[src/sv/rkbc_pkg.sv]
// Shared constants, register codes and control types for the running-key byte cipher.
`timescale 1ns / 1ps

package rkbc_pkg;

    localparam int KEY_MAX_BYTES = 32;
    localparam int DATA_W        = 8;
    localparam int POS_W         = 5;
    localparam int LEN_W         = 6;
    localparam int KEY_WORD_W    = 64;
    localparam int KEY_WORDS     = 4;
    localparam int SUM_W         = 13;
    localparam int BIT_W         = 4;
    localparam int CFG_IDX_W     = 3;

    localparam logic [CFG_IDX_W-1:0] CFG_DECRYPT    = 3'd0;
    localparam logic [CFG_IDX_W-1:0] CFG_CUMULATIVE = 3'd1;
    localparam logic [CFG_IDX_W-1:0] CFG_KEY_LENGTH = 3'd2;
    localparam logic [CFG_IDX_W-1:0] CFG_KEY_0_7    = 3'd3;
    localparam logic [CFG_IDX_W-1:0] CFG_KEY_8_15   = 3'd4;
    localparam logic [CFG_IDX_W-1:0] CFG_KEY_16_23  = 3'd5;
    localparam logic [CFG_IDX_W-1:0] CFG_KEY_24_31  = 3'd6;

    typedef struct packed {
        logic latch_in;
        logic step;
        logic src_latched;
        logic sum_en;
        logic mod_init;
        logic mod_en;
    } t_cmd;

    typedef struct packed {
        logic n_zero;
        logic sum_last;
        logic mod_last;
        logic out_free;
    } t_status;

endpackage

[src/sv/running_key_byte_cipher_unit.sv]
// Top level of the running-key byte cipher: controller and datapath.
`timescale 1ns / 1ps

// A byte without the start flag, or any byte while the key length is zero, is accepted
// and its result sits in the output register on the next cycle, and the next byte can
// be accepted in the cycle that result is taken downstream. A byte with the start flag
// and a nonzero key length, N the active key length, passes through the accepting
// cycle, a sum of the N key bytes through the single key byte select, a bit-serial
// remainder of that sum by N, and the processing of the byte once the output register
// is free; no byte is accepted meanwhile.
// Configuration writes are always taken and must only be issued while the block is idle.

module running_key_byte_cipher_unit (
    input  logic                                 i_clk,
    input  logic                                 i_rst_n,
    input  logic                                 i_s_tvalid,
    output logic                                 o_s_tready,
    input  logic [7:0]                           i_s_tdata,   // [7:0] data_in
    input  logic                                 i_s_tuser,   // [0] start_of_stream
    output logic                                 o_m_tvalid,
    input  logic                                 i_m_tready,
    output logic [7:0]                           o_m_tdata,   // [7:0] data_out
    input  logic                                 i_cfg_valid,
    output logic                                 o_cfg_ready,
    input  logic [rkbc_pkg::CFG_IDX_W-1:0]       i_cfg_index,
    input  logic [rkbc_pkg::KEY_WORD_W-1:0]      i_cfg_data
);

    rkbc_pkg::t_cmd    w_cmd;
    rkbc_pkg::t_status w_status;

    assign o_cfg_ready = 1'b1;

    rkbc_ctrl u_ctrl (
        .i_clk      (i_clk),
        .i_rst_n    (i_rst_n),
        .i_s_tvalid (i_s_tvalid),
        .i_s_tuser  (i_s_tuser),
        .o_s_tready (o_s_tready),
        .i_status   (w_status),
        .o_cmd      (w_cmd)
    );

    rkbc_datapath u_datapath (
        .i_clk       (i_clk),
        .i_rst_n     (i_rst_n),
        .i_cfg_valid (i_cfg_valid),
        .i_cfg_index (i_cfg_index),
        .i_cfg_data  (i_cfg_data),
        .i_data      (i_s_tdata),
        .i_start     (i_s_tuser),
        .i_m_tready  (i_m_tready),
        .o_m_tvalid  (o_m_tvalid),
        .o_m_tdata   (o_m_tdata),
        .i_cmd       (w_cmd),
        .o_status    (w_status)
    );

endmodule

[src/sv/rkbc_ctrl.sv]
// Controller state machine: request intake, key sum sweep and remainder iteration.
`timescale 1ns / 1ps

module rkbc_ctrl (
    input  logic              i_clk,
    input  logic              i_rst_n,
    input  logic              i_s_tvalid,
    input  logic              i_s_tuser,
    output logic              o_s_tready,
    input  rkbc_pkg::t_status i_status,
    output rkbc_pkg::t_cmd    o_cmd
);

    typedef enum logic [1:0] {
        S_IDLE,
        S_SUM,
        S_MOD,
        S_PROC
    } t_state;

    t_state r_state;
    t_state n_state;
    logic   w_accept;

    assign o_s_tready = (r_state == S_IDLE) && i_status.out_free;
    assign w_accept   = i_s_tvalid && o_s_tready;

    always_comb begin
        n_state = r_state;
        o_cmd   = '0;
        case (r_state)
            S_IDLE: begin
                if (w_accept) begin
                    if (i_s_tuser && !i_status.n_zero) begin
                        o_cmd.latch_in = 1'b1;
                        n_state        = S_SUM;
                    end else begin
                        o_cmd.step = 1'b1;
                    end
                end
            end
            S_SUM: begin
                o_cmd.sum_en = 1'b1;
                if (i_status.sum_last) begin
                    o_cmd.mod_init = 1'b1;
                    n_state        = S_MOD;
                end
            end
            S_MOD: begin
                o_cmd.mod_en = 1'b1;
                if (i_status.mod_last) begin
                    n_state = S_PROC;
                end
            end
            S_PROC: begin
                if (i_status.out_free) begin
                    o_cmd.step        = 1'b1;
                    o_cmd.src_latched = 1'b1;
                    n_state           = S_IDLE;
                end
            end
            default: begin
                n_state = S_IDLE;
            end
        endcase
    end

    always_ff @(posedge i_clk) begin
        if (!i_rst_n) begin
            r_state <= S_IDLE;
        end else begin
            r_state <= n_state;
        end
    end

endmodule

[src/sv/rkbc_datapath.sv]
// Datapath: configuration registers, key byte select, sum and remainder units, output register.
`timescale 1ns / 1ps

module rkbc_datapath (
    input  logic                                 i_clk,
    input  logic                                 i_rst_n,
    input  logic                                 i_cfg_valid,
    input  logic [rkbc_pkg::CFG_IDX_W-1:0]       i_cfg_index,
    input  logic [rkbc_pkg::KEY_WORD_W-1:0]      i_cfg_data,
    input  logic [rkbc_pkg::DATA_W-1:0]          i_data,
    input  logic                                 i_start,
    input  logic                                 i_m_tready,
    output logic                                 o_m_tvalid,
    output logic [rkbc_pkg::DATA_W-1:0]          o_m_tdata,
    input  rkbc_pkg::t_cmd                       i_cmd,
    output rkbc_pkg::t_status                    o_status
);

    logic                                              r_decrypt;
    logic                                              r_cumulative;
    logic [rkbc_pkg::LEN_W-1:0]                        r_key_len;
    logic [rkbc_pkg::KEY_WORDS-1:0][rkbc_pkg::KEY_WORD_W-1:0] r_key;

    logic [rkbc_pkg::POS_W-1:0]  r_pos;
    logic [rkbc_pkg::DATA_W-1:0] r_off;
    logic [rkbc_pkg::DATA_W-1:0] r_data;
    logic [rkbc_pkg::POS_W-1:0]  r_idx;
    logic [rkbc_pkg::SUM_W-1:0]  r_sum;
    logic [rkbc_pkg::BIT_W-1:0]  r_bit;
    logic [rkbc_pkg::LEN_W-1:0]  r_rem;
    logic                        r_out_valid;
    logic [rkbc_pkg::DATA_W-1:0] r_out;

    logic [rkbc_pkg::LEN_W-1:0]  w_n;
    logic [rkbc_pkg::POS_W-1:0]  w_base_pos;
    logic [rkbc_pkg::DATA_W-1:0] w_base_off;
    logic [rkbc_pkg::POS_W-1:0]  w_pos_eff;
    logic [rkbc_pkg::POS_W-1:0]  w_addr;
    logic [rkbc_pkg::DATA_W-1:0] w_kb;
    logic [rkbc_pkg::DATA_W-1:0] w_step_data;
    logic                        w_step_start;
    logic [rkbc_pkg::DATA_W-1:0] w_off_new;
    logic [rkbc_pkg::DATA_W-1:0] w_res;
    logic [rkbc_pkg::LEN_W-1:0]  w_pinc;
    logic [rkbc_pkg::POS_W-1:0]  w_pos_next;
    logic [rkbc_pkg::LEN_W:0]    w_shift;
    logic [rkbc_pkg::LEN_W:0]    w_rem_full;

    assign w_n = (r_key_len > rkbc_pkg::LEN_W'(rkbc_pkg::KEY_MAX_BYTES))
               ? rkbc_pkg::LEN_W'(rkbc_pkg::KEY_MAX_BYTES) : r_key_len;

    assign w_base_pos = i_cmd.src_latched ? r_rem[rkbc_pkg::POS_W-1:0] : r_pos;
    assign w_base_off = i_cmd.src_latched ? rkbc_pkg::DATA_W'(r_rem) : r_off;
    assign w_pos_eff  = ({1'b0, w_base_pos} >= w_n) ? '0 : w_base_pos;

    assign w_addr = i_cmd.sum_en ? r_idx : w_pos_eff;
    assign w_kb   = r_key[w_addr[4:3]][{w_addr[2:0], 3'b000} +: rkbc_pkg::DATA_W];

    assign w_step_data  = i_cmd.src_latched ? r_data : i_data;
    assign w_step_start = i_cmd.src_latched ? 1'b0 : i_start;
    assign w_off_new    = r_cumulative ? (w_base_off + w_kb) : w_kb;
    assign w_res        = r_decrypt ? (w_step_data - w_off_new) : (w_step_data + w_off_new);
    assign w_pinc       = {1'b0, w_pos_eff} + rkbc_pkg::LEN_W'(1);
    assign w_pos_next   = (w_pinc == w_n) ? '0 : w_pinc[rkbc_pkg::POS_W-1:0];

    assign w_shift    = {r_rem, r_sum[r_bit]};
    assign w_rem_full = (w_shift >= {1'b0, w_n}) ? (w_shift - {1'b0, w_n}) : w_shift;

    assign o_status.n_zero   = (w_n == '0);
    assign o_status.sum_last = ({1'b0, r_idx} == (w_n - rkbc_pkg::LEN_W'(1)));
    assign o_status.mod_last = (r_bit == '0);
    assign o_status.out_free = !r_out_valid || i_m_tready;

    assign o_m_tvalid = r_out_valid;
    assign o_m_tdata  = r_out;

    always_ff @(posedge i_clk) begin
        if (!i_rst_n) begin
            r_decrypt    <= 1'b1;
            r_cumulative <= 1'b1;
            r_key_len    <= '0;
            r_key        <= '0;
        end else if (i_cfg_valid) begin
            case (i_cfg_index)
                rkbc_pkg::CFG_DECRYPT:    r_decrypt    <= i_cfg_data[0];
                rkbc_pkg::CFG_CUMULATIVE: r_cumulative <= i_cfg_data[0];
                rkbc_pkg::CFG_KEY_LENGTH: r_key_len    <= i_cfg_data[rkbc_pkg::LEN_W-1:0];
                rkbc_pkg::CFG_KEY_0_7:    r_key[0]     <= i_cfg_data;
                rkbc_pkg::CFG_KEY_8_15:   r_key[1]     <= i_cfg_data;
                rkbc_pkg::CFG_KEY_16_23:  r_key[2]     <= i_cfg_data;
                rkbc_pkg::CFG_KEY_24_31:  r_key[3]     <= i_cfg_data;
                default: begin
                end
            endcase
        end
    end

    always_ff @(posedge i_clk) begin
        if (!i_rst_n) begin
            r_pos       <= '0;
            r_off       <= '0;
            r_out_valid <= 1'b0;
        end else begin
            if (i_cmd.step) begin
                r_out_valid <= 1'b1;
                if (o_status.n_zero) begin
                    r_out <= w_step_data;
                    if (w_step_start) begin
                        r_pos <= '0;
                        r_off <= '0;
                    end
                end else begin
                    r_out <= w_res;
                    r_off <= w_off_new;
                    r_pos <= w_pos_next;
                end
            end else if (i_m_tready) begin
                r_out_valid <= 1'b0;
            end
        end
    end

    always_ff @(posedge i_clk) begin
        if (i_cmd.latch_in) begin
            r_data <= i_data;
            r_idx  <= '0;
            r_sum  <= '0;
        end
        if (i_cmd.sum_en) begin
            r_sum <= r_sum + rkbc_pkg::SUM_W'(w_kb);
            r_idx <= r_idx + rkbc_pkg::POS_W'(1);
        end
        if (i_cmd.mod_init) begin
            r_rem <= '0;
            r_bit <= rkbc_pkg::BIT_W'(rkbc_pkg::SUM_W - 1);
        end
        if (i_cmd.mod_en) begin
            r_rem <= w_rem_full[rkbc_pkg::LEN_W-1:0];
            r_bit <= r_bit - rkbc_pkg::BIT_W'(1);
        end
    end

    a_step_free: assert property (@(posedge i_clk) disable iff (!i_rst_n)
        i_cmd.step |-> o_status.out_free)
        else $error("result register overwritten while pending");

    a_sum_nonzero: assert property (@(posedge i_clk) disable iff (!i_rst_n)
        i_cmd.sum_en |-> !o_status.n_zero)
        else $error("key sum running with zero key length");

    a_rem_range: assert property (@(posedge i_clk) disable iff (!i_rst_n)
        (i_cmd.mod_en && o_status.mod_last) |=> (r_rem < w_n))
        else $error("remainder not below key length");

endmodule

[config.mk]
export PLATFORM = sky130hd
export DESIGN_NAME = running_key_byte_cipher_unit
export DESIGN_NICKNAME = d
export VERILOG_FILES = /design/src/sv/rkbc_pkg.sv /design/src/sv/running_key_byte_cipher_unit.sv /design/src/sv/rkbc_ctrl.sv /design/src/sv/rkbc_datapath.sv
export SDC_FILE = /design/constraint.sdc
export NUM_CORES = 1
export LEC_CHECK = 0
export ABC_AREA = 1
export ABC_CLOCK_PERIOD_IN_PS = 5400
export BUFFER_PORTS_ARGS = -buffer_cell sky130_fd_sc_hd__clkbuf_2
export CAP_MARGIN = 0
export CORE_ASPECT_RATIO = 0.6
export CORE_MARGIN = 2
export CORE_UTILIZATION = 45
export CTS_CLUSTER_SIZE = 8
export DETAILED_ROUTE_END_ITERATION = 8
export SYNTH_ARGS = -nofsm -noshare
export SYNTH_HDL_FRONTEND = slang
export SYNTH_SLANG_ARGS = --single-unit
[constraint.sdc]
create_clock -name i_clk -period 5.4 [get_ports i_clk]
set_input_delay 0.27 -clock i_clk [delete_from_list [all_inputs] [get_ports i_clk]]
set_output_delay 0.27 -clock i_clk [all_outputs]
set_load 0.02 [all_outputs]
## Word level (Yosys, flattened, before mapping)

Cells that the tools add are included.

| word-level totals | value |
|---|---|
| flip-flop bits (word level) | 324 |
| input bits | 81 |
| output and inout bits | 11 |
| logic and storage cells | 118 |

| operators by class | value |
|---|---|
| add/subtract/negate cells | 9 |
| magnitude comparators | 5 |
| equal/unequal tests | 17 |
| shift operators | 1 |
| multiplexer cells | 46 |
| reductions and logical operators | 23 |

Operators by type and width:

| kind | number |
|---|---|
| binary-select mux 64 bit (select 2 bit) | 1 |
| 2-to-1 mux 64 bit | 1 |
| variable part select 64 x 7 -> 8 bit | 1 |
| 2-to-1 mux 8 bit | 7 |
| 2-to-1 mux 5 bit | 8 |
| 2-to-1 mux 13 bit | 2 |
| 2-to-1 mux 6 bit | 4 |
| AND reduction 2 bit | 9 |
| adder 8 bit | 2 |
| 2-to-1 mux 2 bit | 8 |
| adder 13 x 8 -> 13 bit | 1 |
| 2-to-1 mux 1 bit | 10 |
| != test 2 x 1 -> 1 bit, second input constant | 5 |
| equality test 3 bit, second input constant | 3 |
| 2-to-1 mux 4 bit | 2 |
| one-hot mux 2 bit (4 select lines) | 1 |
| subtractor 8 bit | 1 |
| >= comparator 7 x 6 -> 1 bit | 1 |
| adder 5 x 1 -> 6 bit, second input constant | 1 |
| equality test 3 x 2 -> 1 bit, second input constant | 2 |
| equality test 5 x 6 -> 1 bit | 1 |
| equality test 6 bit | 1 |
| >= comparator 5 x 6 -> 1 bit | 1 |
| > comparator 6 bit, second input constant | 1 |
| other kinds (21) | 27 |

## Logic depth before layout (Yosys ltp)

Gate-level depths: netlist of the first run.

| logic depth | value |
|---|---|
| depth after elaboration | 16 |
| depth in mapped cells | 49 |
| mapped depth without buffers | 48 |

## Modules after synthesis

From an unflattened synthesis of the first run, not the netlist that was laid out.

| unflattened totals | value |
|---|---|
| cell total of the unflattened synthesis | 2321 |
| area total of the unflattened synthesis | 16447.0 um^2 |

Modules (own cells, without submodules):

| module | times used | cells each | area an instance (um^2) | sequential area each (um^2) |
|---|---|---|---|---|
| rkbc_datapath | 1 | 2272 | 16169.3 | 6886.6 |
| rkbc_ctrl | 1 | 47 | 266.5 | 40.0 |
| running_key_byte_cipher_unit | 1 | 2 | 11.3 | 0.0 |

## Worst setup path before layout of the first run

Ideal clock, no wire load.

| timing path | value |
|---|---|
| path type | register to register |
| start point | reg u_ctrl.r_state[0] |
| end point | reg u_datapath.r_out, in the netlist u_datapath.o_m_tdata[7], data pin |
| setup time | 0.253 ns |
| arrival | 5.660 ns |
| data required time | 5.147 ns |
| slack | -0.513 ns |
| cell stages (with the launch flop) | 48 |
| period minus slack after synthesis | 5.913 ns |
| cells stage by stage | dfxtp_1 ha_1 nand2_2 inv_1 nand2_1 o21ai_1 ha_1 inv_1 nand2_1 nand2_1 nand2_1 nand2_1 nand4_2 nand2_2 buf_6 buf_4 nand2_1 o211ai_1 [... 12 more ...] a21oi_1 ha_1 a21oi_1 nand2_1 a21oi_1 nor2_1 nor2_1 nor2_1 nor2_1 nor2_1 nor2_1 inv_1 nand3_1 nand2_1 nand3_1 nand3_1 nand2_1 nand2_1 |

| on the way | value |
|---|---|
| word-level cells in the longest chain between the ends | 14 |

Ends and longest elaborated chain:

| item | RTL line | RTL |
|---|---|---|
| start, declared | rkbc_ctrl.sv:21 | `t_state r_state;` |
| start signal, assigned | rkbc_ctrl.sv:72 | `r_state <= n_state;` |
| equality test 2 bit | rkbc_ctrl.sv:31 | `case (r_state)` |
| 2-to-1 mux 1 bit | rkbc_ctrl.sv:31 |  |
| 2-to-1 mux 5 bit | rkbc_datapath.sv:52 | `assign w_base_pos = i_cmd.src_latched ? r_rem[rkbc_pkg::POS_W-1:0] : r_pos;` |
| >= comparator 5 x 6 -> 1 bit | rkbc_datapath.sv:54 | `assign w_pos_eff = ({1'b0, w_base_pos} >= w_n) ? '0 : w_base_pos;` |
| 2-to-1 mux 5 bit | rkbc_datapath.sv:54 |  |
| 2-to-1 mux 5 bit | rkbc_datapath.sv:56 | `assign w_addr = i_cmd.sum_en ? r_idx : w_pos_eff;` |
| binary-select mux 64 bit (select 2 bit) | rkbc_datapath.sv:57 | `assign w_kb = r_key[w_addr[4:3]][{w_addr[2:0], 3'b000} +: rkbc_pkg::DATA_W];` |
| 2-to-1 mux 64 bit (not written as such) | rkbc_datapath.sv:57 |  |
| variable part select 64 x 7 -> 8 bit | rkbc_datapath.sv:57 |  |
| adder 8 bit | rkbc_datapath.sv:61 | `assign w_off_new = r_cumulative ? (w_base_off + w_kb) : w_kb;` |
| 2-to-1 mux 8 bit | rkbc_datapath.sv:61 |  |
| adder 8 bit / subtractor 8 bit (equally long branches) | rkbc_datapath.sv:62 | `assign w_res = r_decrypt ? (w_step_data - w_off_new) : (w_step_data + w_off_new);` |
| 2-to-1 mux 8 bit | rkbc_datapath.sv:62 |  |
| 2-to-1 mux 8 bit * | rkbc_datapath.sv:106 | `if (o_status.n_zero) begin` |
| end signal, assigned | rkbc_datapath.sv:107 | `r_out <= w_step_data;` |
| end signal, assigned | rkbc_datapath.sv:113 | `r_out <= w_res;` |
| end, declared | rkbc_datapath.sv:32 | `logic [rkbc_pkg::DATA_W-1:0] r_out;` |

Every way passes the cells marked *; elsewhere a longest branch is shown, timed or not. The select of a mux whose other input is x is not followed.
A chain may end at the register's enable or synchronous reset.

## Worst setup path in the final report of the first run

| timing path | value |
|---|---|
| start point | reg u_ctrl.r_state[1] |
| end point | reg u_datapath.r_out, in the netlist u_datapath.o_m_tdata[7], data pin |

Same word-level chain as after synthesis.

==> impl_metrics.csv, run 1 <==
group,metric,value,unit
sta,finalHoldViolations,0,
pwr,ir_drop,0.000334,V
yosys,syn-num-nets,2437,
yosys,synth_edf_count,44,
yosys,ys_warn_count,0,
setup_path,critPathTopFamily,"simple AND/OR/NAND/NOR gates",
pwr,p_switching,0.00473,W
drt,wl_per_cell,17.5,um
yosys,ys_seq_area_share,42.3,%
grt,first_global_vias,14900,
grt,grt_usage,27.4,%
job,drv_cap,0,
yosys,synth_top_area_cell,"dfxtp_1",
sta,fin_hold_ws,0.0119,ns
setup_path,crit_fanout,6,
setup_path,path_class,"flop to flop",
drt,vias,16400,
drt,drt_iter0_markers,1500,
setup_path,ff2ff_path_depth,45,
yosys,synth_top_family_by_area,"simple AND/OR/NAND/NOR gates",
setup_path,cp-start-kind,"flop",
final_layout,drive_gt1_share,18.9,%
die,fp.dieW,250,um
clock_tree,clk_path_buf_depth,3,
yosys,synth_area_leaders,"dfxtp_1 (34%), o21ai_0 (9.5%), nor2_1 (8.2%)",
yosys,ys_types,51,
grt,grt_max_degree,98,
final_layout,area_delta_synth_final,27.8,%
clock_tree,cts_tree,"yes",
sta,rsz0062_at_grt,"yes",
grt,antenna_found_initial,1,
setup_path,worst-path-stages,45,
grt,grt_pass1_wl,82.4,mm
yosys,synth.cell_area,0.0164,mm2
clock_tree,numCtsBuffers,46,
run_status,failed_checks,"setup timing",
final_layout,nNetsFinal,2687,
drt,wl,53.4,mm
yosys,synth-seq-cells,324,
setup_path,crit_buf_inv,12,
yosys,synthXorXnorAreaFrac,1.61,%
clock_tree,htreeDepth,2,
clock_tree,clock_latency,0.55,ns
drt,final_antenna_net_count,0,
sta,fin_worst_skew,0.0131,ns
yosys,synth_compound_area_share,17.5,%
yosys,async_flop_share,0,%
die,row_count,54,
yosys,synthFlopType,"dfxtp_1",
clock_tree,clk_pin_slew_worst_paths,0.05,ns
die,die-height,152,um
clock_tree,clock_sinks,324,
run_status,status,"finished with violations",
pwr,combPwrFrac,54.6,%
yosys,syn_inst,2310,
sta,slew_headroom,30.5,%
pwr,total_power,0.0119,W
sta,drv_slew,0,
yosys,synth_top_area_share,34.3,%
pwr,swShare,39.7,%
placed_design,portBuffers,90,
grt,grt_overflow,0,
pwr,p_leak,8.97,nW
yosys,yosys-mux-area-fraction,0.122,%
worst_hold_path,worst_hold_path_type,"input pin to flop",
yosys,synth-simple-area-share,25.7,%
setup_path,crit_required,5.71,ns
sta,fin_crit,5.90,ns
drt,drc,0,
drt,drtPass1Iterations,7,
sta,fmaxAchievable,0.169,GHz
sta,setup_viol,4,
sta,min_period_over_period,109,%
die,initial_utilization,45.4,%
pwr,internal-power,0.00717,W
setup_path,max_stage_delay,0.35,ns
final_layout,final_util,58.0,%
placed_design,dp_cells,2904,
yosys,avgSynthCellArea,7.08,um2
placed_design,gp_congestion,0.906,
yosys,synth_fa_ha_area_share,3.70,%
pwr,clkPwrFrac,21.9,%
final_layout,final_cells,3049,
pwr,power_density,569,mW/mm2
sta,final_critical_path_setup_slack,-0.505,ns
worst_hold_path,holdPathStages,3,
drt,vias_per_cell,5.38,
setup_path,cp.arrival,6.21,ns
die,core,0.0361,mm2
pwr,seqPwrFrac,23.5,%
die,pin_count,92,
placed_design,hpwl,34.7,mm
sta,setup_tns,-1.12,ns
setup_path,worst_path_max_delay_cell,"dfxtp_2",
clock_tree,cts_root_buf,"clkbuf_16",
die,die_area,0.0380,mm2
sta,worstMarginPinSlew,1.04,ns
setup_path,cp-end-kind,"flop",
## path summary, 6_finish.rpt
| check | from | to | slack, ns |
|---|---|---|---|
| min | i_cfg_data[43] | u_datapath.r_key[43] | 0.01 |
| max reg2reg | u_ctrl.r_state[1] | u_datapath.o_m_tdata[7] | -0.50 |
| max | u_ctrl.r_state[1] | u_datapath.o_m_tdata[7] | -0.50 |
| min reg2reg | u_datapath.r_key[247] | u_datapath.r_key[247] | 0.45 |
## kinds of logic (layout without fill, tap and decap cells)
family / Yosys count / after routing
AND/OR/NAND/NOR: 1005 / 1005
AO/OA/AOI/OAI: 541 / 541
buffers and inverters: 361 / 623
flip-flops: 324 / 324
adder cells (fa/ha/maj): 46 / 46
XOR/XNOR: 30 / 30
multiplexers: 2 / 2
other: 1 / 2
## state kept, by name, indices dropped and copies added (netlist names)
signal and count:
u_ctrl.r_state 2, u_datapath.o_m_tdata 8, u_datapath.o_m_tvalid 1, u_datapath.r_bit 4, u_datapath.r_cumulative 1, u_datapath.r_data 8, u_datapath.r_decrypt 1, u_datapath.r_idx 5
u_datapath.r_key 256, u_datapath.r_key_len 6, u_datapath.r_off 8, u_datapath.r_pos 5, u_datapath.r_rem 6, u_datapath.r_sum 13
## routing by layer
metal,vias to the layer above,part of all wire (%),track usage (%)
li1,8105,-,-
met1,7686,49,40.9
met5,-,0,0
met3,64,7.6,4.36
met2,541,42,42.0
met4,0,1.3,4.61
## layout make-up
type                    instances  area, um2
clock buffers                  57       1210
inverters                     217        830
multi-input cells            1625       8500
well taps                     476        596
clock inverters                 3       37.5
flip-flops and latches        324       6930
repair buffers                346       2800
fillers                      3394      15200
diodes                          1       2.50
## synthesized netlist by cell type (all sizes together), types with 2 or more instances
cell	count
a211oi	3
a21boi	3
a21oi	169
a311o	2
a31oi	7
buf	49
clkbuf	95
clkinv	6
dfxtp	280
edfxtp	44
fa	4
ha	42
inv	211
mux2i	2
nand2	357
nand3	258
nand3b	11
nand4	3
nor2	360
nor3	8
o211ai	28
o21a	3
o21ai	318
o22ai	2
or2	6
xnor2	8
xor2	22
## metrics by stage
| step | area, um2 | setup slack [ns] |
|---|---|---|
| 2_1_floorplan | 16500 | -0.114 |
| 3_3_place_gp | 18300 | -0.578 |
| 3_5_place_dp | 18300 | -0.629 |
| 4_1_cts | 20300 | -0.313 |
| 5_1_grt | 20900 | -0.917 |
| 6_report | 20900 | -0.505 |
## power by group through the flow
stage / logic (W) / registers, W / clock network, W
after floorplan: 0.00308 / 0.00283 / 0
after global placement: 0.00524 / 0.00284 / 0
after detailed placement: 0.00529 / 0.00284 / 0
after CTS: 0.00582 / 0.00280 / 0.00264
after global routing: 0.00709 / 0.00282 / 0.00274
final: 0.00650 / 0.00280 / 0.00260
## repair_timing
item                                   in CTS  in global routing
hold buffers                               24                  0
setup endpoints to repair                   4                  7
gates cloned                                2                  4
resized for setup                          52                 74
pin swaps                                  30                 33
endpoints found under the hold margin      30                  0
setup buffers                              27                 31
## worst register-to-register path, delay by kind of cell (launching register included)
kind                       cells  cell delay, ns
xor gates and xnor gates       2            0.31
and+or+nand+nor               24            2.43
buffers and inverters         12            1.21
AOI/OAI and AO/OA              3            0.53
adders and majority gates      4            0.85
DFF                            1            0.35
## placed cells by master, fill, tap and decap left out, types with 11 or more instances in the layout
cell type,synthesis,layout
a21oi_1,168,163
buf_12,0,15
buf_4,12,195
buf_6,4,17
clkbuf_16,0,51
clkbuf_2,0,89
dfxtp_1,280,277
dlygate4sd3_1,0,24
edfxtp_1,44,44
ha_1,42,33
inv_1,206,198
nand2_1,352,327
nand2_2,5,18
nand3_1,258,240
nand3_2,0,17
nand3b_1,11,11
nor2_1,358,353
o211ai_1,28,28
o21ai_0,310,295
o21ai_1,6,13
xor2_1,22,22
No activity file was read; power rests on OpenSTA's default activity.
==> run 2, diff against run 1 <==
--- a/config.mk
+++ b/config.mk
@@ -6,14 +6,16 @@
 export NUM_CORES = 1
 export LEC_CHECK = 0
 export ABC_AREA = 1
-export ABC_CLOCK_PERIOD_IN_PS = 5400
+export ABC_CLOCK_PERIOD_IN_PS = 4900
 export BUFFER_PORTS_ARGS = -buffer_cell sky130_fd_sc_hd__clkbuf_2
 export CAP_MARGIN = 0
 export CORE_ASPECT_RATIO = 0.6
 export CORE_MARGIN = 2
-export CORE_UTILIZATION = 45
+export CORE_UTILIZATION = 56
 export CTS_CLUSTER_SIZE = 8
 export DETAILED_ROUTE_END_ITERATION = 8
+export PLACE_DENSITY = 0.77
 export SYNTH_ARGS = -nofsm -noshare
 export SYNTH_HDL_FRONTEND = slang
 export SYNTH_SLANG_ARGS = --single-unit
+export TNS_END_PERCENT = 10
==> constraint.sdc (replaced) <==
create_clock -name i_clk -period 4.9 [get_ports i_clk]
set_input_delay 0.245 -clock i_clk [delete_from_list [all_inputs] [get_ports i_clk]]
set_output_delay 0.245 -clock i_clk [all_outputs]
set_load 0.02 [all_outputs]
==> impl_metrics.csv, run 2 (same netlist as run 1, synthesis figures left out) <==
group,metric,value,unit
run_status,status,"finished with violations",
run_status,failed_checks,"setup timing",
clock_tree,clock_sinks,324,
final_layout,area_delta_synth_final,24.8,%
setup_path,path_class,"flop to flop",
setup_path,endpoint,"u_datapath.o_m_tdata[3]",
setup_path,ff2ff_path_depth,40,
drt,final_antenna_net_count,0,
sta,slew_headroom,17.3,%
clock_tree,cts_root_buf,"clkbuf_16",
clock_tree,clock_latency,0.57,ns
final_layout,top_register,"u_datapath.r_key",
grt,grt_overflow,0,
final_layout,layout_commonest_cell,"nor2_1",
sta,fin_hold_ws,0.0111,ns
die,pin_count,92,
setup_path,crit_fanout,8,
grt,grt_usage,33.2,%
placed_design,hpwl,33.4,mm
sta,fin_crit,5.95,ns
sta,fin_worst_skew,0.0297,ns
setup_path,rr_startpoint,"u_ctrl.r_state[1]",
sta,setup_viol,9,
setup_path,r2r_setup_slack,-1.05,ns
placed_design,dp_cells,2803,
setup_path,max_stage_delay,0.43,ns
drt,vias_per_cell,5.76,
sta,drv_slew,0,
die,row_count,48,
final_layout,diodes,0,
pwr,ir_drop,0.000354,V
placed_design,preCtsSetupSlack,-1.04,ns
setup_path,cp.arrival,6.23,ns
drt,vias,16900,
final_layout,final_cells,2939,
final_layout,largest_reg_flops,256,
setup_path,worst-path-stages,40,
grt,grt_pass1_wl,81.1,mm
placed_design,gp_congestion,0.891,
drt,wl,52.5,mm
clock_tree,clk_path_buf_depth,3,
drt,drtPass1Iterations,7,
clock_tree,clk_pin_slew_worst_paths,0.05,ns
setup_path,cp-end-kind,"flop",
pwr,power_density,624,mW/mm2
clock_tree,numCtsBuffers,46,
clock_tree,cts_tree,"yes",
final_layout,nNetsFinal,2679,
sta,rsz0062_at_grt,"yes",
job,drv_cap,0,
sta,final_critical_path_setup_slack,-1.05,ns
grt,grt_max_degree,155,
pwr,total_power,0.0127,W
drt,wl_per_cell,17.8,um
worst_hold_path,worst_hold_path_type,"input pin to flop",
setup_path,crit_required,5.17,ns
drt,drc,0,
sta,fmaxAchievable,0.168,GHz
setup_path,critPathTopFamily,"simple AND/OR/NAND/NOR gates",
pwr,p_leak,8.86,nW
setup_path,worst_path_max_delay_cell,"fa_2",
setup_path,r2r_end,"u_datapath.o_m_tdata[3]",
die,die_area,0.0306,mm2
die,initial_utilization,56.9,%
sta,min_period_over_period,122,%
grt,antenna_found_initial,0,
die,core,0.0288,mm2
grt,first_global_vias,15600,
placed_design,portBuffers,90,
setup_path,crit_start,"u_ctrl.r_state[1]",
setup_path,crit_buf_inv,11,
drt,drt_iter0_markers,2282,
sta,worstMarginPinSlew,1.24,ns
setup_path,cp-start-kind,"flop",
final_layout,drive_gt1_share,16.8,%
die,die-height,136,um
sta,finalHoldViolations,0,
die,fp.dieW,225,um
setup_path,cpMostUsedCell,"buf_4",
final_layout,largestRegisters,"u_datapath.r_key x256, u_datapath.r_sum x13",
clock_tree,htreeDepth,2,
final_layout,final_cell_mix,"nor2_1 (353), nand2_1 (338), o21ai_0 (301)",
==> run 2: metal layers <==
| metal | GRT usage [%] | share of wire [%] | up-vias |
|---|---|---|---|
| met5 | 0 | 0 | - |
| met4 | 8.06 | 1.7 | 0 |
| met3 | 6.09 | 9.8 | 89 |
| met2 | 51.6 | 44 | 867 |
| met1 | 47.9 | 45 | 7890 |
| li1 | - | - | 8091 |
==> run 2: per-stage QoR <==
stage	utilization (%)	setup TNS, ns	area (um2)
2_1_floorplan	-	-0.939	16500
3_3_place_gp	63.1	-3.30	18100
3_5_place_dp	63.1	-4.31	18100
4_1_cts	69.7	-3.69	20100
5_1_grt	71.0	-8.74	20400
6_report	71.0	-4.94	20400
==> run 2: worst min path at each step <==
stage / to / cells after the start / from / slack (ns)
3_5_place_dp: u_datapath.r_data[1] / 1 / i_s_tdata[1] / 0.44
4_1_cts: u_datapath.r_key[28] / 3 / i_cfg_data[28] / 0.003
3_3_place_gp: u_datapath.r_key[199] / 2 / u_datapath.r_key[199] / 0.44
2_1_floorplan: u_datapath.r_data[0] / 0 / i_s_tdata[0] / 0.34
6_report: u_datapath.r_key[28] / 3 / i_cfg_data[28] / 0.01
5_1_grt: u_datapath.r_key[211] / 3 / i_cfg_data[19] / 0.04
==> run 2: layout make-up <==
type / instances / area (um2)
clock buffers: 56 / 1190
fillers: 2345 / 8340
inverters: 217 / 825
flip-flops and latches: 324 / 6930
clock inverters: 4 / 63.8
well taps: 375 / 469
repair buffers: 338 / 2670
multi-input cells: 1625 / 8280
==> run 2: timing repair <==
| action | 4_1_cts | 5_1_grt |
|---|---|---|
| endpoints found under the setup margin | 11 | 13 |
| gates resized for setup | 30 | 34 |
| cloned | 1 | 4 |
| pin swaps | 13 | 29 |
| endpoints found under the hold margin | 88 | 0 |
| buffers inserted | 11 | 16 |
| hold buffers | 44 | 0 |
==> run 2: power breakdown <==
group	internal, W	switching (W)
Clock	0.00173	0.00115
Sequential	0.00297	0.000116
Combinational	0.00300	0.00378
Total	0.00770	0.00505
==> run 2: tightest hold or removal path: cells and delay by family <==
family                 cells  cell delay, ns
buffers and inverters      1            0.13
AND/OR/NAND/NOR            2            0.14
==> run 3, diff against run 2 <==
--- a/config.mk
+++ b/config.mk
@@ -9,7 +9,6 @@
 export ABC_CLOCK_PERIOD_IN_PS = 4900
 export BUFFER_PORTS_ARGS = -buffer_cell sky130_fd_sc_hd__clkbuf_2
 export CAP_MARGIN = 0
-export CORE_ASPECT_RATIO = 0.6
 export CORE_MARGIN = 2
 export CORE_UTILIZATION = 56
 export CTS_CLUSTER_SIZE = 8
==> impl_metrics.csv, run 3 (same netlist as run 1, synthesis figures left out) <==
group,metric,value,unit
sta,rsz0062_at_grt,"yes",
setup_path,crit_fanout,6,
clock_tree,clk_path_buf_depth,3,
setup_path,cp-end-kind,"flop",
die,fp.dieW,175,um
sta,finalHoldViolations,0,
drt,wl_per_cell,17.2,um
placed_design,portBuffers,90,
job,drv_cap,0,
final_layout,layout_commonest_cell,"nor2_1",
final_layout,largestRegisters,"u_datapath.r_key x256, u_datapath.r_sum x13",
pwr,combPwrFrac,53.6,%
final_layout,area_delta_synth_final,25.7,%
run_status,failed_checks,"setup timing",
pwr,p_leak,8.90,nW
setup_path,cp-start-kind,"flop",
run_status,status,"finished with violations",
drt,drt_iter0_markers,1757,
drt,vias,16900,
final_layout,fillers,2244,
sta,fin_crit,5.93,ns
final_layout,largest_reg_flops,256,
final_layout,top_register,"u_datapath.r_key",
pwr,seqPwrFrac,24.0,%
sta,slew_headroom,22.4,%
die,core,0.0287,mm2
grt,grt_max_degree,112,
clock_tree,htreeDepth,2,
setup_path,worst_path_max_delay_cell,"fa_2",
drt,final_antenna_net_count,0,
setup_path,crit_required,5.19,ns
sta,fmaxAchievable,0.169,GHz
grt,grt_pass1_wl,81.7,mm
placed_design,preCtsSetupSlack,-1.03,ns
setup_path,path_class,"flop to flop",
pwr,ir_drop,0.000355,V
drt,vias_per_cell,5.73,
pwr,p_switching,0.00503,W
die,die_area,0.0306,mm2
final_layout,final_cell_mix,"nor2_1 (352), nand2_1 (329), o21ai_0 (300)",
setup_path,cpMostUsedCell,"buf_4",
sta,drv_slew,0,
die,die-height,175,um
setup_path,max_stage_delay,0.43,ns
drt,wl,50.6,mm
die,initial_utilization,57.0,%
sta,final_critical_path_setup_slack,-1.03,ns
final_layout,regArea,0.00693,mm2
sta,fin_hold_ws,0.00164,ns
setup_path,cp.arrival,6.22,ns
grt,grt_usage,32.6,%
final_layout,multi_input_area,0.00834,mm2
sta,min_period_over_period,121,%
sta,worstMarginPinSlew,1.16,ns
setup_path,critPathTopFamily,"buffers and inverters",
clock_tree,clock_sinks,324,
clock_tree,clk_pin_slew_worst_paths,0.05,ns
die,pin_count,92,
pwr,power_density,623,mW/mm2
grt,antenna_found_initial,0,
drt,drc,0,
clock_tree,cts_root_buf,"clkbuf_16",
die,row_count,62,
placed_design,hpwl,31.6,mm
clock_tree,cts_tree,"yes",
worst_hold_path,worst_hold_path_type,"input pin to flop",
pwr,clkPwrFrac,22.4,%
placed_design,gp_congestion,0.942,
pwr,internal-power,0.00779,W
clock_tree,numCtsBuffers,46,
clock_tree,clock_latency,0.56,ns
sta,setup_viol,7,
grt,grt_overflow,0,
sta,fin_worst_skew,0.0202,ns
final_layout,drive_gt1_share,17.6,%
final_layout,nNetsFinal,2680,
drt,drtPass1Iterations,5,
setup_path,crit_buf_inv,12,
pwr,swShare,39.2,%
grt,first_global_vias,16400,
final_layout,diodes,0,
==> run 3: cell types whose count changed in the layout (fill, tap and decap cells not counted), sizes merged <==
cell	change
buf	+8
bufinv	-1
clkbuf	-4
clkinv	+1
dlygate4sd3	-3
inv	-1
==> run 3: cell type report <==
| cell class | instances | area share, % |
|---|---|---|
| multi-input combinational | 1625 | 40.6 |
| sequential | 324 | 33.7 |
| timing repair buffer | 339 | 13.3 |
| clock buffer | 56 | 5.88 |
| inverter | 217 | 3.97 |
| tap | 384 | 2.34 |
| clock inverter | 3 | 0.316 |
==> run 3: power by group through the flow <==
| stage | Combinational [W] | Clock, W | Sequential [W] |
|---|---|---|---|
| 2_1_floorplan | 0.00339 | 0 | 0.00312 |
| 3_3_place_gp | 0.00564 | 0 | 0.00312 |
| 3_5_place_dp | 0.00579 | 0 | 0.00313 |
| 4_1_cts | 0.00641 | 0.00288 | 0.00308 |
| 5_1_grt | 0.00747 | 0.00300 | 0.00310 |
| 6_report | 0.00688 | 0.00287 | 0.00308 |
==> run 3: repair_timing <==
| action | in CTS | in global routing |
|---|---|---|
| hold buffers | 41 | 0 |
| endpoints found under the hold margin | 72 | 0 |
| resized for setup | 46 | 42 |
| cloned | 3 | 0 |
| buffers inserted | 21 | 7 |
| endpoints found under the setup margin | 10 | 13 |
| pin swaps | 42 | 41 |
==> run 3: final timing paths <==
check | from | endpoint | slack, ns | depth (start not counted)
min | i_cfg_data[51] | u_datapath.r_key[179] | 0.002 | 3
min reg2reg | u_datapath.r_key[195] | u_datapath.r_key[195] | 0.45 | 2
max | u_ctrl.r_state[1] | u_datapath.o_m_tdata[3] | -1.03 | 39
max reg2reg | u_ctrl.r_state[1] | u_datapath.o_m_tdata[3] | -1.03 | 39
==> run 3: worst min-delay path: stages <==
cell	delay (ns)
clkbuf_2	0.10
o21ai_0	0.09
nor2_1	0.08
==> run 3: through the flow <==
| stage | std cells | area [um2] | power, W | util [%] | TNS [ns] |
|---|---|---|---|---|---|
| 6_report | 2948 | 20600 | 0.0128 | 71.7 | -4.87 |
| 5_1_grt | 2948 | 20600 | 0.0136 | 71.7 | -7.67 |
| 4_1_cts | 2942 | 20400 | 0.0124 | 71.0 | -4.37 |
| 3_5_place_dp | 2818 | 18300 | 0.00892 | 63.6 | -3.85 |
| 3_3_place_gp | 2818 | 18300 | 0.00876 | 63.6 | -3.02 |
| 2_1_floorplan | 2310 | 16500 | 0.00651 | - | -0.939 |
==> run 3: per-layer routing <==
layer / vias up / global-route usage (%) / wire length (um)
li1: 8081 / - / -
met1: 7960 / 42.6 / 21300
met2: 737 / 55.6 / 24300
met3: 126 / 3.66 / 3540
met4: 0 / 11.8 / 1470
met5: - / 0 / 0
